==> config.mk <==
export PLATFORM = sky130hd
export DESIGN_NAME = hsv_rgb_brightness_pixel_unit
export DESIGN_NICKNAME = d
export VERILOG_FILES = /design/src/design/hrbp_pkg.sv /design/src/design/hrbp_hsv.sv /design/src/design/hrbp_scale.sv /design/src/design/hsv_rgb_brightness_pixel_unit.sv
export SDC_FILE = /design/constraint.sdc
export NUM_CORES = 2
export LEC_CHECK = 0
export BUFFER_PORTS_ARGS = -buffer_cell sky130_fd_sc_hd__buf_2
export CAP_MARGIN = 20
export CORE_ASPECT_RATIO = 1.1
export CORE_MARGIN = 2
export CORE_UTILIZATION = 50
export CTS_BUF_LIST = sky130_fd_sc_hd__clkbuf_2
export DETAILED_ROUTE_END_ITERATION = 10
export HOLD_SLACK_MARGIN = 0.02
export PLACE_DENSITY = 0.8
export REMOVE_ABC_BUFFERS = 1
export SETUP_SLACK_MARGIN = 0.02
export SYNTH_ARGS = -nofsm -noshare
export SYNTH_HDL_FRONTEND = slang
export SYNTH_SLANG_ARGS = --single-unit
==> constraint.sdc <==
create_clock -name clk_i -period 4.43 [get_ports clk_i]
set_input_delay 0 -clock clk_i [delete_from_list [all_inputs] [get_ports clk_i]]
set_output_delay 0 -clock clk_i [all_outputs]
set_load 0.01 [all_outputs]
==> src/design/hrbp_pkg.sv <==
// Types, constants and arithmetic helpers of the pixel colour unit.
`timescale 1ns / 1ps

package hrbp_pkg;

  // Configuration register indexes.
  localparam logic CFG_BRIGHTNESS = 1'b0;
  localparam logic CFG_ENABLE     = 1'b1;

  localparam logic [6:0] PCT_MAX   = 7'd100;
  localparam logic [7:0] BRI_RESET = 8'd255;

  typedef struct packed {
    logic [7:0] red;
    logic [7:0] green;
    logic [7:0] blue;
  } rgb_t;

  // Exact floor(x / 255) for any x up to 255 * 255.
  function automatic logic [7:0] div255(input logic [15:0] x);
    logic [15:0] sum;
    sum = x + {8'd0, x[15:8]} + 16'd1;
    return sum[15:8];
  endfunction

  // Percent (saturated at 100) to a 0..255 level: pct * 255 / 100, with the
  // division done as a multiplication by 5243 / 2^19.
  function automatic logic [7:0] bri_from_pct(input logic [6:0] pct);
    logic [6:0]  sat;
    logic [14:0] p255;
    logic [27:0] wide;
    sat  = (pct > PCT_MAX) ? PCT_MAX : pct;
    p255 = {sat, 8'd0} - {8'd0, sat};
    wide = {13'd0, p255} * 28'd5243;
    return wide[26:19];
  endfunction

endpackage

==> src/design/hrbp_hsv.sv <==
// Five-stage HSV to RGB converter; direct RGB beats pass through alongside.
`timescale 1ns / 1ps

module hrbp_hsv (
  input  logic               clk_i,
  input  logic               rst_ni,
  input  logic               valid_i,
  input  logic               req_type_i,
  input  logic [7:0]         hue_i,
  input  logic [7:0]         saturation_i,
  input  logic [7:0]         value_level_i,
  input  hrbp_pkg::rgb_t     rgb_i,
  output logic               valid_o,
  output hrbp_pkg::rgb_t     rgb_o
);

  typedef enum logic [2:0] {
    SEC_R_TO_Y = 3'd0,
    SEC_Y_TO_G = 3'd1,
    SEC_G_TO_C = 3'd2,
    SEC_C_TO_B = 3'd3,
    SEC_B_TO_M = 3'd4,
    SEC_M_TO_R = 3'd5
  } hue_sector_e;

  // Stage A: sector and scaled remainder.
  hue_sector_e    sec_d;
  logic [7:0]     base_d;
  logic [5:0]     diff_d;
  logic [7:0]     rem_d;

  logic           a_vld_q, a_hsv_q;
  hue_sector_e    a_sec_q;
  logic [7:0]     a_rem_q, a_s_q, a_v_q;
  hrbp_pkg::rgb_t a_rgb_q;

  // Stage B: first products.
  logic           b_vld_q, b_hsv_q;
  hue_sector_e    b_sec_q;
  logic [7:0]     b_v_q;
  logic [15:0]    b_vs_q, b_sr_q, b_st_q;
  hrbp_pkg::rgb_t b_rgb_q;

  // Stage C: first quotients.
  logic           c_vld_q, c_hsv_q;
  hue_sector_e    c_sec_q;
  logic [7:0]     c_v_q, c_p_q, c_qa_q, c_ta_q;
  hrbp_pkg::rgb_t c_rgb_q;

  // Stage D: second products.
  logic           d_vld_q, d_hsv_q;
  hue_sector_e    d_sec_q;
  logic [7:0]     d_v_q, d_p_q;
  logic [15:0]    d_vq_q, d_vt_q;
  hrbp_pkg::rgb_t d_rgb_q;

  // Stage E: channel selection.
  logic [7:0]     q_d, t_d;
  hrbp_pkg::rgb_t e_rgb_d;
  logic           e_vld_q;
  hrbp_pkg::rgb_t e_rgb_q;

  always_comb begin
    if (hue_i >= 8'd215) begin
      sec_d = SEC_M_TO_R;
    end else if (hue_i >= 8'd172) begin
      sec_d = SEC_B_TO_M;
    end else if (hue_i >= 8'd129) begin
      sec_d = SEC_C_TO_B;
    end else if (hue_i >= 8'd86) begin
      sec_d = SEC_G_TO_C;
    end else if (hue_i >= 8'd43) begin
      sec_d = SEC_Y_TO_G;
    end else begin
      sec_d = SEC_R_TO_Y;
    end
    case (sec_d)
      SEC_R_TO_Y: base_d = 8'd0;
      SEC_Y_TO_G: base_d = 8'd43;
      SEC_G_TO_C: base_d = 8'd86;
      SEC_C_TO_B: base_d = 8'd129;
      SEC_B_TO_M: base_d = 8'd172;
      default:    base_d = 8'd215;
    endcase
    diff_d = 6'(hue_i - base_d);
    rem_d  = {diff_d, 2'b00} + {1'b0, diff_d, 1'b0};
  end

  always_comb begin
    q_d = hrbp_pkg::div255(d_vq_q);
    t_d = hrbp_pkg::div255(d_vt_q);
    if (d_hsv_q) begin
      case (d_sec_q)
        SEC_R_TO_Y: e_rgb_d = '{red: d_v_q, green: t_d,   blue: d_p_q};
        SEC_Y_TO_G: e_rgb_d = '{red: q_d,   green: d_v_q, blue: d_p_q};
        SEC_G_TO_C: e_rgb_d = '{red: d_p_q, green: d_v_q, blue: t_d};
        SEC_C_TO_B: e_rgb_d = '{red: d_p_q, green: q_d,   blue: d_v_q};
        SEC_B_TO_M: e_rgb_d = '{red: t_d,   green: d_p_q, blue: d_v_q};
        default:    e_rgb_d = '{red: d_v_q, green: d_p_q, blue: q_d};
      endcase
    end else begin
      e_rgb_d = d_rgb_q;
    end
  end

  always_ff @(posedge clk_i or negedge rst_ni) begin
    if (!rst_ni) begin
      a_vld_q <= 1'b0;
      b_vld_q <= 1'b0;
      c_vld_q <= 1'b0;
      d_vld_q <= 1'b0;
      e_vld_q <= 1'b0;
    end else begin
      a_vld_q <= valid_i;
      b_vld_q <= a_vld_q;
      c_vld_q <= b_vld_q;
      d_vld_q <= c_vld_q;
      e_vld_q <= d_vld_q;
    end
  end

  always_ff @(posedge clk_i) begin
    a_hsv_q <= req_type_i;
    a_sec_q <= sec_d;
    a_rem_q <= rem_d;
    a_s_q   <= saturation_i;
    a_v_q   <= value_level_i;
    a_rgb_q <= rgb_i;

    // 255 - x on eight bits is the complement.
    b_hsv_q <= a_hsv_q;
    b_sec_q <= a_sec_q;
    b_v_q   <= a_v_q;
    b_vs_q  <= {8'd0, a_v_q} * {8'd0, ~a_s_q};
    b_sr_q  <= {8'd0, a_s_q} * {8'd0, a_rem_q};
    b_st_q  <= {8'd0, a_s_q} * {8'd0, ~a_rem_q};
    b_rgb_q <= a_rgb_q;

    c_hsv_q <= b_hsv_q;
    c_sec_q <= b_sec_q;
    c_v_q   <= b_v_q;
    c_p_q   <= hrbp_pkg::div255(b_vs_q);
    c_qa_q  <= hrbp_pkg::div255(b_sr_q);
    c_ta_q  <= hrbp_pkg::div255(b_st_q);
    c_rgb_q <= b_rgb_q;

    d_hsv_q <= c_hsv_q;
    d_sec_q <= c_sec_q;
    d_v_q   <= c_v_q;
    d_p_q   <= c_p_q;
    d_vq_q  <= {8'd0, c_v_q} * {8'd0, ~c_qa_q};
    d_vt_q  <= {8'd0, c_v_q} * {8'd0, ~c_ta_q};
    d_rgb_q <= c_rgb_q;

    e_rgb_q <= e_rgb_d;
  end

  assign valid_o = e_vld_q;
  assign rgb_o   = e_rgb_q;

endmodule

==> src/design/hrbp_scale.sv <==
// Two-stage brightness scaler and GRB packer.
`timescale 1ns / 1ps

module hrbp_scale (
  input  logic           clk_i,
  input  logic           rst_ni,
  input  logic           valid_i,
  input  hrbp_pkg::rgb_t rgb_i,
  input  logic [7:0]     bri_i,
  output logic           valid_o,
  output logic [23:0]    grb_o
);

  logic        f_vld_q;
  logic [15:0] f_r_q, f_g_q, f_b_q;
  logic        g_vld_q;
  logic [23:0] g_grb_q;

  always_ff @(posedge clk_i or negedge rst_ni) begin
    if (!rst_ni) begin
      f_vld_q <= 1'b0;
      g_vld_q <= 1'b0;
    end else begin
      f_vld_q <= valid_i;
      g_vld_q <= f_vld_q;
    end
  end

  always_ff @(posedge clk_i) begin
    f_r_q   <= {8'd0, rgb_i.red}   * {8'd0, bri_i};
    f_g_q   <= {8'd0, rgb_i.green} * {8'd0, bri_i};
    f_b_q   <= {8'd0, rgb_i.blue}  * {8'd0, bri_i};
    g_grb_q <= {hrbp_pkg::div255(f_g_q), hrbp_pkg::div255(f_r_q),
                hrbp_pkg::div255(f_b_q)};
  end

  assign valid_o = g_vld_q;
  assign grb_o   = g_grb_q;

endmodule

==> src/design/hsv_rgb_brightness_pixel_unit.sv <==
// Pixel colour unit: HSV or RGB request to a brightness-scaled GRB word.
`timescale 1ns / 1ps

// A request is taken on every cycle that start_i is high; busy_o is never
// raised, so one pixel per clock is sustained. Each beat runs through seven
// register stages: five in the HSV converter (sector, products, quotients,
// second products, selection) and two in the brightness scaler; results
// appear on grb_word_o with done_o in request order. The receiver cannot
// stall and must take each beat in the single cycle done_o is high. While
// the enable register is clear a request is taken but gives no result.
// Register 0 sets brightness in percent (values above 100 count as 100),
// register 1 the enable; write them only when no request is in flight.
module hsv_rgb_brightness_pixel_unit (
  input  logic        clk_i,
  input  logic        rst_ni,
  input  logic        start_i,
  output logic        busy_o,
  input  logic        req_type_i,
  input  logic [7:0]  hue_i,
  input  logic [7:0]  saturation_i,
  input  logic [7:0]  value_level_i,
  input  logic [7:0]  red_in_i,
  input  logic [7:0]  green_in_i,
  input  logic [7:0]  blue_in_i,
  input  logic        cfg_we_i,
  input  logic        cfg_idx_i,
  input  logic [6:0]  cfg_wdata_i,
  output logic        done_o,
  output logic [23:0] grb_word_o
);

  logic           bri_q;
  logic [7:0]     bri_lvl_q;
  logic           en_q;
  logic           hsv_vld;
  hrbp_pkg::rgb_t hsv_rgb;
  hrbp_pkg::rgb_t rgb_in;

  // The brightness level is worked out once per register write.
  always_ff @(posedge clk_i or negedge rst_ni) begin
    if (!rst_ni) begin
      bri_lvl_q <= hrbp_pkg::BRI_RESET;
      en_q      <= 1'b0;
      bri_q     <= 1'b0;
    end else if (cfg_we_i) begin
      case (cfg_idx_i)
        hrbp_pkg::CFG_BRIGHTNESS: begin
          bri_lvl_q <= hrbp_pkg::bri_from_pct(cfg_wdata_i);
          bri_q     <= 1'b1;
        end
        hrbp_pkg::CFG_ENABLE: en_q <= cfg_wdata_i[0];
        default: ;
      endcase
    end
  end

  assign busy_o = 1'b0;
  assign rgb_in = '{red: red_in_i, green: green_in_i, blue: blue_in_i};

  hrbp_hsv u_hsv (
    .clk_i         (clk_i),
    .rst_ni        (rst_ni),
    .valid_i       (start_i && !busy_o && en_q),
    .req_type_i    (req_type_i),
    .hue_i         (hue_i),
    .saturation_i  (saturation_i),
    .value_level_i (value_level_i),
    .rgb_i         (rgb_in),
    .valid_o       (hsv_vld),
    .rgb_o         (hsv_rgb)
  );

  hrbp_scale u_scale (
    .clk_i   (clk_i),
    .rst_ni  (rst_ni),
    .valid_i (hsv_vld),
    .rgb_i   (hsv_rgb),
    .bri_i   (bri_q ? bri_lvl_q : hrbp_pkg::BRI_RESET),
    .valid_o (done_o),
    .grb_o   (grb_word_o)
  );

endmodule

=== Word-level counts from Yosys, hierarchy flattened ===
Index checks and enable logic that the tools add are counted.

* Flip-flop bits (word level): 385
* Input bits: 61
* Output and inout port bits: 26
* Word-level logic and storage cells: 114

* Add/subtract/negate cells: 19
* Multiply operators: 9
* $lt $le $gt $ge: 6
* Equality and inequality tests: 8
* Multiplexer cells: 10
* Bitwise operators: 5
* Reduce and logical (&&, ||, !) cells: 5

{| class="wikitable"
|+ Operators with widths
! operator !! number
|-
| $add 16x1->16 const B || 8
|-
| $add 16x8->16 || 8
|-
| $mul 8x8->16 || 8
|-
| $pmux 24 s5 || 1
|-
| $not 8->8 || 4
|-
| $pmux 6 s5 || 1
|-
| $mul 15x13->27 const B || 1
|-
| $ge 8x8->1 const B || 3
|-
| $mux 24 || 1
|-
| $sub 15x7->15 || 1
|-
| $eq 3x2->1 const B || 4
|-
| $mux 3 || 4
|-
| $add 8x7->8 || 1
|-
| $ge 8x6->1 const B || 1
|-
| $ge 8x7->1 const B || 1
|-
| $mux 8 || 1
|-
| $gt 7x7->1 const B || 1
|-
| $mux 7 || 1
|-
| $eq 3x1->1 const B || 2
|-
| $eq 3x3->1 const B || 2
|-
| $logic_not 3->1 || 2
|-
| $sub 6x6->6 || 1
|-
| $reduce_and 2->1 || 2
|-
| $logic_and 1x1->1 || 1
|-
| 2 further kinds || 2
|}

=== Depth between registers and ports, before layout ===
* Word-level depth: 10
* Mapped depth: 28
* Mapped depth without buffers: 27

=== Modules after synthesis ===
A second synthesis with hierarchy kept.

* Cells, all modules: 3,352
* Area total of the unflattened synthesis: 32,240.9 µm²

{| class="wikitable"
|+ Modules (own cells, without submodules)
! module !! instances !! cells an instance !! area an instance (µm²) !! sequential area each (µm²)
|-
| hrbp_hsv || 1 || 1,911 || 18,998.2 || 6,010.8
|-
| hrbp_scale || 1 || 922 || 8,665.8 || 1,491.4
|-
| hsv_rgb_brightness_pixel_unit || 1 || 519 || 4,576.9 || 260.2
|}

=== Worst setup path before layout ===
No wires, ideal clock.

* Path kind: input to register
* From: in cfg_wdata_i[5]
* To: reg bri_lvl_q[3]
* Data arrival time: 6,021 ps
* Required time: 4,342 ps
* Slack: -1,679 ps
* Stages: 27
* Cell sequence: buf_2 -> nand2_1 -> a21oi_1 -> nand2b_1 -> ha_1 -> nand2_1 -> a21oi_1 -> inv_1 -> nor2_1 -> ha_1 -> inv_1 -> fa_1 -> inv_1 -> fa_1 -> fa_1 -> inv_1 -> fa_1 -> inv_1 -> ha_1 -> a21oi_1 -> o211ai_1 -> or3_1 -> o21a_1 -> a21o_1 -> a21oi_1 -> xor2_1 -> o21ai_0

* Cells in the longest elaborated chain, start to end: 4

{| class="wikitable"
|+ Ends and longest elaborated chain
! item !! line !! RTL
|-
| start: declaration || hsv_rgb_brightness_pixel_unit.sv:27 || <nowiki>input logic [6:0] cfg_wdata_i,</nowiki>
|-
| $gt 7x7->1 || hrbp_pkg.sv:32 || <nowiki>sat = (pct > PCT_MAX) ? PCT_MAX : pct;</nowiki>
|-
| $mux 7 (*) || hrbp_pkg.sv:32 ||
|-
| $sub 15x7->15 (*) || hrbp_pkg.sv:33 || <nowiki>p255 = {sat, 8'd0} - {8'd0, sat};</nowiki>
|-
| $mul 15x13->27 (*) || hrbp_pkg.sv:34 || <nowiki>wide = {13'd0, p255} * 28'd5243;</nowiki>
|-
| end signal: assignment || hsv_rgb_brightness_pixel_unit.sv:42 || <nowiki>bri_lvl_q <= hrbp_pkg::BRI_RESET;</nowiki>
|-
| end signal: assignment || hsv_rgb_brightness_pixel_unit.sv:48 || <nowiki>bri_lvl_q <= hrbp_pkg::bri_from_pct(cfg_wdata_i);</nowiki>
|-
| end: declaration || hsv_rgb_brightness_pixel_unit.sv:33 || <nowiki>logic [7:0] bri_lvl_q;</nowiki>
|}

Every way passes the cells marked *; elsewhere a longest branch is shown, timed or not.
A chain may end at the register's enable or synchronous reset.

=== Worst setup path after layout ===
* From: in cfg_wdata_i[4]
* To: reg bri_lvl_q[3]

The elaborated chain is that of the path after synthesis.

==> flow_results.xml <==
<?xml version="1.0" encoding="UTF-8"?>
<metrics>
  <group name="routing">
    <metric name="drc_errors" unit="">0</metric>
    <metric name="route.antenna.remaining_nets" unit="">0</metric>
    <metric name="post_drt_wl_per_cell" unit="um">17.4</metric>
    <metric name="tritonroute_pass_1_iters" unit="">6</metric>
    <metric name="detailroute.wirelength.met3" unit="mm">4.58</metric>
    <metric name="top_layer_used" unit="">met5</metric>
    <metric name="detail_route.iter0.violations" unit="">1537</metric>
    <metric name="wl_met2" unit="mm">42.4</metric>
    <metric name="route.final.wire_length" unit="mm">82.1</metric>
    <metric name="vias_per_cell" unit="">5.29</metric>
    <metric name="routed_metal_1_wire_length" unit="mm">30.0</metric>
    <metric name="vias" unit="">25013</metric>
  </group>
  <group name="clocking">
    <metric name="inserted_clock_buffers" unit="">95</metric>
    <metric name="clock_pin_slew_on_the_worst_setup_and_hold_paths" unit="ns">0.15</metric>
    <metric name="clk_path_buf_depth" unit="">3</metric>
    <metric name="clock_root_cell" unit="">sky130_fd_sc_hd__clkbuf_2</metric>
    <metric name="numClockSinks" unit="">383</metric>
    <metric name="clock_tree_from_tritoncts" unit="">done</metric>
    <metric name="clk-insertion-delay-late" unit="ns">1.21</metric>
    <metric name="htreeDepth" unit="">3</metric>
  </group>
  <group name="synthesis">
    <metric name="post_synth_instance_area" unit="um^2">31600</metric>
    <metric name="syn_avg_cell_area" unit="um^2">9.70</metric>
    <metric name="synth-warning-count" unit="">0</metric>
    <metric name="synth_top_flop_cell" unit="">sky130_fd_sc_hd__dfxtp_1</metric>
    <metric name="share_of_flip_flops_with_an_asynchronous_set_or_reset_after_synthesis" unit="%">4.44</metric>
    <metric name="yosysSeqAreaShare" unit="%">24.5</metric>
    <metric name="postSynthCellCount" unit="">3259</metric>
    <metric name="synth_enable_flop_cells" unit="">0</metric>
    <metric name="ys_seq_elements" unit="">383</metric>
    <metric name="yosys.cell_types.count" unit="">79</metric>
  </group>
  <group name="place">
    <metric name="post-dp-hpwl" unit="mm">53.2</metric>
    <metric name="dp_worst_setup_slack" unit="ns">-1.27</metric>
    <metric name="port_buffers" unit="">85</metric>
    <metric name="place.gp.congestion" unit="">0.900</metric>
  </group>
  <group name="critical_path">
    <metric name="worst_path_dominant_cell_family" unit="">adder cells</metric>
    <metric name="crit_fanout" unit="">5</metric>
    <metric name="number_of_cells_traversed_by_the_worst_register_to_register_path" unit="">15</metric>
    <metric name="worst-setup-path-type" unit="">in -&gt; reg</metric>
    <metric name="regToRegStartpoint" unit="">u_hsv.a_s_q[2]$_DFF_P_</metric>
    <metric name="critical_path.max_stage_delay" unit="ns">0.58</metric>
    <metric name="worst-endpoint-arrival" unit="ns">5.63</metric>
    <metric name="setup.reg_to_reg.worst_slack" unit="ns">-0.08</metric>
    <metric name="critical-path-top-cell-by-count" unit="">sky130_fd_sc_hd__buf_4</metric>
    <metric name="timing.critical_path.to_type" unit="">register</metric>
    <metric name="timing.critical_path.required" unit="ns">5.36</metric>
    <metric name="cp_slowest_cell" unit="">sky130_fd_sc_hd__fa_1</metric>
    <metric name="worst_setup_sp_type" unit="">input port</metric>
    <metric name="timing.critical_path.buf_inv" unit="">9</metric>
    <metric name="worstReg2RegEnd" unit="">u_hsv.b_vs_q[14]$_DFF_P_</metric>
  </group>
  <group name="worst_hold_path">
    <metric name="min_delay_path_depth" unit="">3</metric>
    <metric name="hold_path_end" unit="">u_hsv.a_rgb_q[8]$_DFF_P_</metric>
    <metric name="worstHoldStart" unit="">green_in_i[0]</metric>
    <metric name="hold_path.class" unit="">in -&gt; reg</metric>
  </group>
  <group name="flow_run">
    <metric name="max_cap_viol_count" unit="">0</metric>
  </group>
  <group name="timing">
    <metric name="hold_ws" unit="ns">0.125</metric>
    <metric name="final_period_minus_worst_setup_slack" unit="ns">4.70</metric>
    <metric name="finalCritPeriodShare" unit="%">106</metric>
    <metric name="grt_setup_unrepaired" unit="">yes</metric>
    <metric name="postLayoutSetupSlackWorst" unit="ns">-0.270</metric>
    <metric name="fin_worst_skew" unit="ns">0.165</metric>
    <metric name="achievable-frequency" unit="MHz">213</metric>
    <metric name="drv_slew" unit="">0</metric>
    <metric name="setup_viol_count_final" unit="">12</metric>
    <metric name="worstMarginPinSlew" unit="ns">1.12</metric>
    <metric name="max-slew-margin-rel" unit="%">25.3</metric>
    <metric name="final_hold_violating_endpoints" unit="">0</metric>
  </group>
  <group name="finish">
    <metric name="area_delta_synth_final" unit="%">23.1</metric>
    <metric name="final.fill_count" unit="">4664</metric>
    <metric name="fin_util" unit="%">62.3</metric>
    <metric name="final_net_count" unit="">4680</metric>
    <metric name="fraction_of_layout_instances_using_a_drive_strength_above_1" unit="%">20.1</metric>
  </group>
  <group name="global_route">
    <metric name="via_count_of_the_first_global_routing_pass" unit="">26409</metric>
    <metric name="grt_first_pass_wirelength" unit="mm">125</metric>
    <metric name="gr-total-overflow" unit="">0</metric>
    <metric name="grt_antenna_before_repair" unit="">6</metric>
    <metric name="groute.usage.overall" unit="%">23.6</metric>
    <metric name="grt_max_degree" unit="">31</metric>
  </group>
  <group name="floorplan">
    <metric name="core_area" unit="um^2">62500</metric>
    <metric name="initial_core_util" unit="%">50.6</metric>
    <metric name="dieHeight" unit="um">268</metric>
    <metric name="io_pins" unit="">87</metric>
    <metric name="die-area" unit="um^2">65300</metric>
    <metric name="die_w" unit="um">244</metric>
    <metric name="placement_row_count" unit="">96</metric>
  </group>
  <group name="status">
    <metric name="result_of_the_run" unit="">complete, but fails checks</metric>
    <metric name="failing_checks" unit="">negative setup slack</metric>
  </group>
</metrics>
layout make-up:
cell class              count  area, um^2  share of cell area [%]
multi-input cells        2256       22600                    58.0
flip-flops and latches    383        7820                    20.1
repair buffers            528        4340                    11.1
inverters                 551        2070                    5.33
well taps                 833        1040                    2.68
clock buffers             126         631                    1.62
clock inverters            45         438                    1.13
diodes                      6        15.0                  0.0386
cell families after synthesis:
kind of cell	Yosys count	share of synthesized area [%]
compound gates	365	7.89
other cells	1	0.0119
mux	7	0.233
fa+ha+maj	804	40.1
flops	383	24.5
buf+inv	620	7.39
xor+xnor	166	4.60
simple gates	913	15.2
cell usage after synthesis (7+ instances only):
master / number / area share, %
sky130_fd_sc_hd__a211oi_1: 8 / 0.19
sky130_fd_sc_hd__a21boi_0: 13 / 0.31
sky130_fd_sc_hd__a21o_1: 23 / 0.55
sky130_fd_sc_hd__a21oi_1: 91 / 1.4
sky130_fd_sc_hd__a31oi_1: 15 / 0.30
sky130_fd_sc_hd__a41oi_1: 7 / 0.19
sky130_fd_sc_hd__and2_1: 146 / 2.9
sky130_fd_sc_hd__and3_1: 16 / 0.32
sky130_fd_sc_hd__clkbuf_1: 64 / 0.76
sky130_fd_sc_hd__dfrtp_1: 9 / 0.71
sky130_fd_sc_hd__dfstp_2: 8 / 0.66
sky130_fd_sc_hd__dfxtp_1: 366 / 23
sky130_fd_sc_hd__fa_1: 350 / 22
sky130_fd_sc_hd__ha_1: 454 / 18
sky130_fd_sc_hd__inv_1: 550 / 6.5
sky130_fd_sc_hd__nand2_1: 214 / 2.5
sky130_fd_sc_hd__nand2b_1: 120 / 2.4
sky130_fd_sc_hd__nand3_1: 38 / 0.60
sky130_fd_sc_hd__nand4_1: 9 / 0.18
sky130_fd_sc_hd__nor2_1: 129 / 1.5
sky130_fd_sc_hd__nor2b_1: 159 / 3.1
sky130_fd_sc_hd__nor3_1: 36 / 0.57
sky130_fd_sc_hd__o2111ai_1: 7 / 0.19
sky130_fd_sc_hd__o211ai_1: 15 / 0.36
sky130_fd_sc_hd__o21a_1: 26 / 0.62
sky130_fd_sc_hd__o21ai_0: 65 / 1.0
sky130_fd_sc_hd__o22ai_1: 9 / 0.18
sky130_fd_sc_hd__o31ai_1: 8 / 0.19
sky130_fd_sc_hd__or2_2: 11 / 0.22
sky130_fd_sc_hd__or3_1: 14 / 0.28
sky130_fd_sc_hd__xnor2_1: 134 / 3.7
sky130_fd_sc_hd__xor2_1: 32 / 0.89
what timing repair did:
| action | in CTS | in global routing |
|---|---|---|
| buffers inserted | 20 | 26 |
| gates cloned | 2 | 0 |
| resized for setup | 96 | 232 |
| hold endpoints to repair | 79 | 0 |
| endpoints found under the setup margin | 23 | 50 |
| hold buffers | 152 | 0 |
| pin swaps | 42 | 105 |
sequential cells by signal (all words and copies together), names as in the netlist, 15 cells and up:
register,cells
u_scale.grb_o,24
u_hsv.d_vt_q,16
u_scale.f_b_q,16
u_hsv.c_rgb_q,24
u_hsv.b_st_q,16
u_scale.f_r_q,16
u_hsv.d_rgb_q,24
u_hsv.rgb_o,24
u_hsv.b_rgb_q,24
u_hsv.b_vs_q,16
u_scale.f_g_q,16
u_hsv.b_sr_q,15
u_hsv.d_vq_q,16
u_hsv.a_rgb_q,24
per-stage QoR:
step	std cells	cell area, um^2	setup TNS (ns)
CTS	4701	37900	-0.0477
detailed placement	4357	34800	-11.40
global route	4728	38900	-3.77
global placement	4357	34800	-9.97
floorplan	3190	31400	-11.33
finish	4728	38900	-1.88
cells in the final DEF (no fill, tap or decap), types with 11 or more instances in the layout:
| cell type | instances |
|---|---|
| sky130_fd_sc_hd__and3_1 | 16 |
| sky130_fd_sc_hd__o21ai_2 | 12 |
| sky130_fd_sc_hd__buf_2 | 81 |
| sky130_fd_sc_hd__nand2_1 | 206 |
| sky130_fd_sc_hd__ha_1 | 422 |
| sky130_fd_sc_hd__or3_1 | 13 |
| sky130_fd_sc_hd__and2_1 | 134 |
| sky130_fd_sc_hd__and2_4 | 12 |
| sky130_fd_sc_hd__a31oi_1 | 15 |
| sky130_fd_sc_hd__a21o_1 | 23 |
| sky130_fd_sc_hd__a21oi_1 | 64 |
| sky130_fd_sc_hd__inv_1 | 523 |
| sky130_fd_sc_hd__clkbuf_2 | 126 |
| sky130_fd_sc_hd__nor2b_1 | 151 |
| sky130_fd_sc_hd__fa_1 | 341 |
| sky130_fd_sc_hd__dfxtp_2 | 17 |
| sky130_fd_sc_hd__o21ai_1 | 13 |
| sky130_fd_sc_hd__nor2_1 | 124 |
| sky130_fd_sc_hd__buf_6 | 22 |
| sky130_fd_sc_hd__nor3_1 | 34 |
| sky130_fd_sc_hd__dfxtp_1 | 340 |
| sky130_fd_sc_hd__buf_4 | 263 |
| sky130_fd_sc_hd__a21oi_2 | 29 |
| sky130_fd_sc_hd__nand2b_1 | 107 |
| sky130_fd_sc_hd__dlygate4sd3_1 | 152 |
| sky130_fd_sc_hd__o21ai_0 | 40 |
| sky130_fd_sc_hd__or2_2 | 11 |
| sky130_fd_sc_hd__xor2_1 | 32 |
| sky130_fd_sc_hd__inv_2 | 27 |
| sky130_fd_sc_hd__clkinv_1 | 25 |
| sky130_fd_sc_hd__o211ai_1 | 15 |
| sky130_fd_sc_hd__xnor2_1 | 128 |
| sky130_fd_sc_hd__nand3_1 | 38 |
| sky130_fd_sc_hd__ha_4 | 25 |
| sky130_fd_sc_hd__o21a_1 | 26 |
| sky130_fd_sc_hd__nand2b_4 | 12 |
worst reg2reg max path: stages, from the launching register on:
cell and delay [ns]:
sky130_fd_sc_hd__dfxtp_4 0.43, sky130_fd_sc_hd__buf_4 0.16, sky130_fd_sc_hd__buf_4 0.14, sky130_fd_sc_hd__nand2b_1 0.20, sky130_fd_sc_hd__fa_2 0.60, sky130_fd_sc_hd__fa_2 0.49, sky130_fd_sc_hd__inv_2 0.11, sky130_fd_sc_hd__fa_1 0.45
sky130_fd_sc_hd__fa_1 0.38, sky130_fd_sc_hd__ha_1 0.31, sky130_fd_sc_hd__buf_4 0.16, sky130_fd_sc_hd__nand3_1 0.07, sky130_fd_sc_hd__nand2_1 0.09, sky130_fd_sc_hd__or3_1 0.36, sky130_fd_sc_hd__o311a_1 0.12, sky130_fd_sc_hd__xor2_1 0.15
worst max-delay path by stage:
stage                            from                   endpoint  slack (ns)  cells past startpoint
floorplan              cfg_wdata_i[4]   bri_lvl_q[3]$_DFFE_PN1P_       -1.56                     26
global placement       cfg_wdata_i[4]   bri_lvl_q[3]$_DFFE_PN1P_       -1.16                     25
detailed placement     cfg_wdata_i[0]   bri_lvl_q[3]$_DFFE_PN1P_       -1.27                     24
CTS                 bri_q$_DFFE_PN0P_  u_scale.f_r_q[15]$_DFF_P_       -0.03                     19
global route           cfg_wdata_i[4]   bri_lvl_q[5]$_DFFE_PN1P_       -0.35                     27
finish                 cfg_wdata_i[4]   bri_lvl_q[3]$_DFFE_PN1P_       -0.27                     26
metal layers:
layer / global-route usage [%] / vias up
met5: 0 / -
met4: 12.5 / 2
met3: 4.10 / 375
met2: 43.7 / 914
met1: 25.9 / 12119
li1: - / 11603
Power is not shown: default switching activity piles up to over one toggle a cycle in this logic, so the estimate is an artifact.
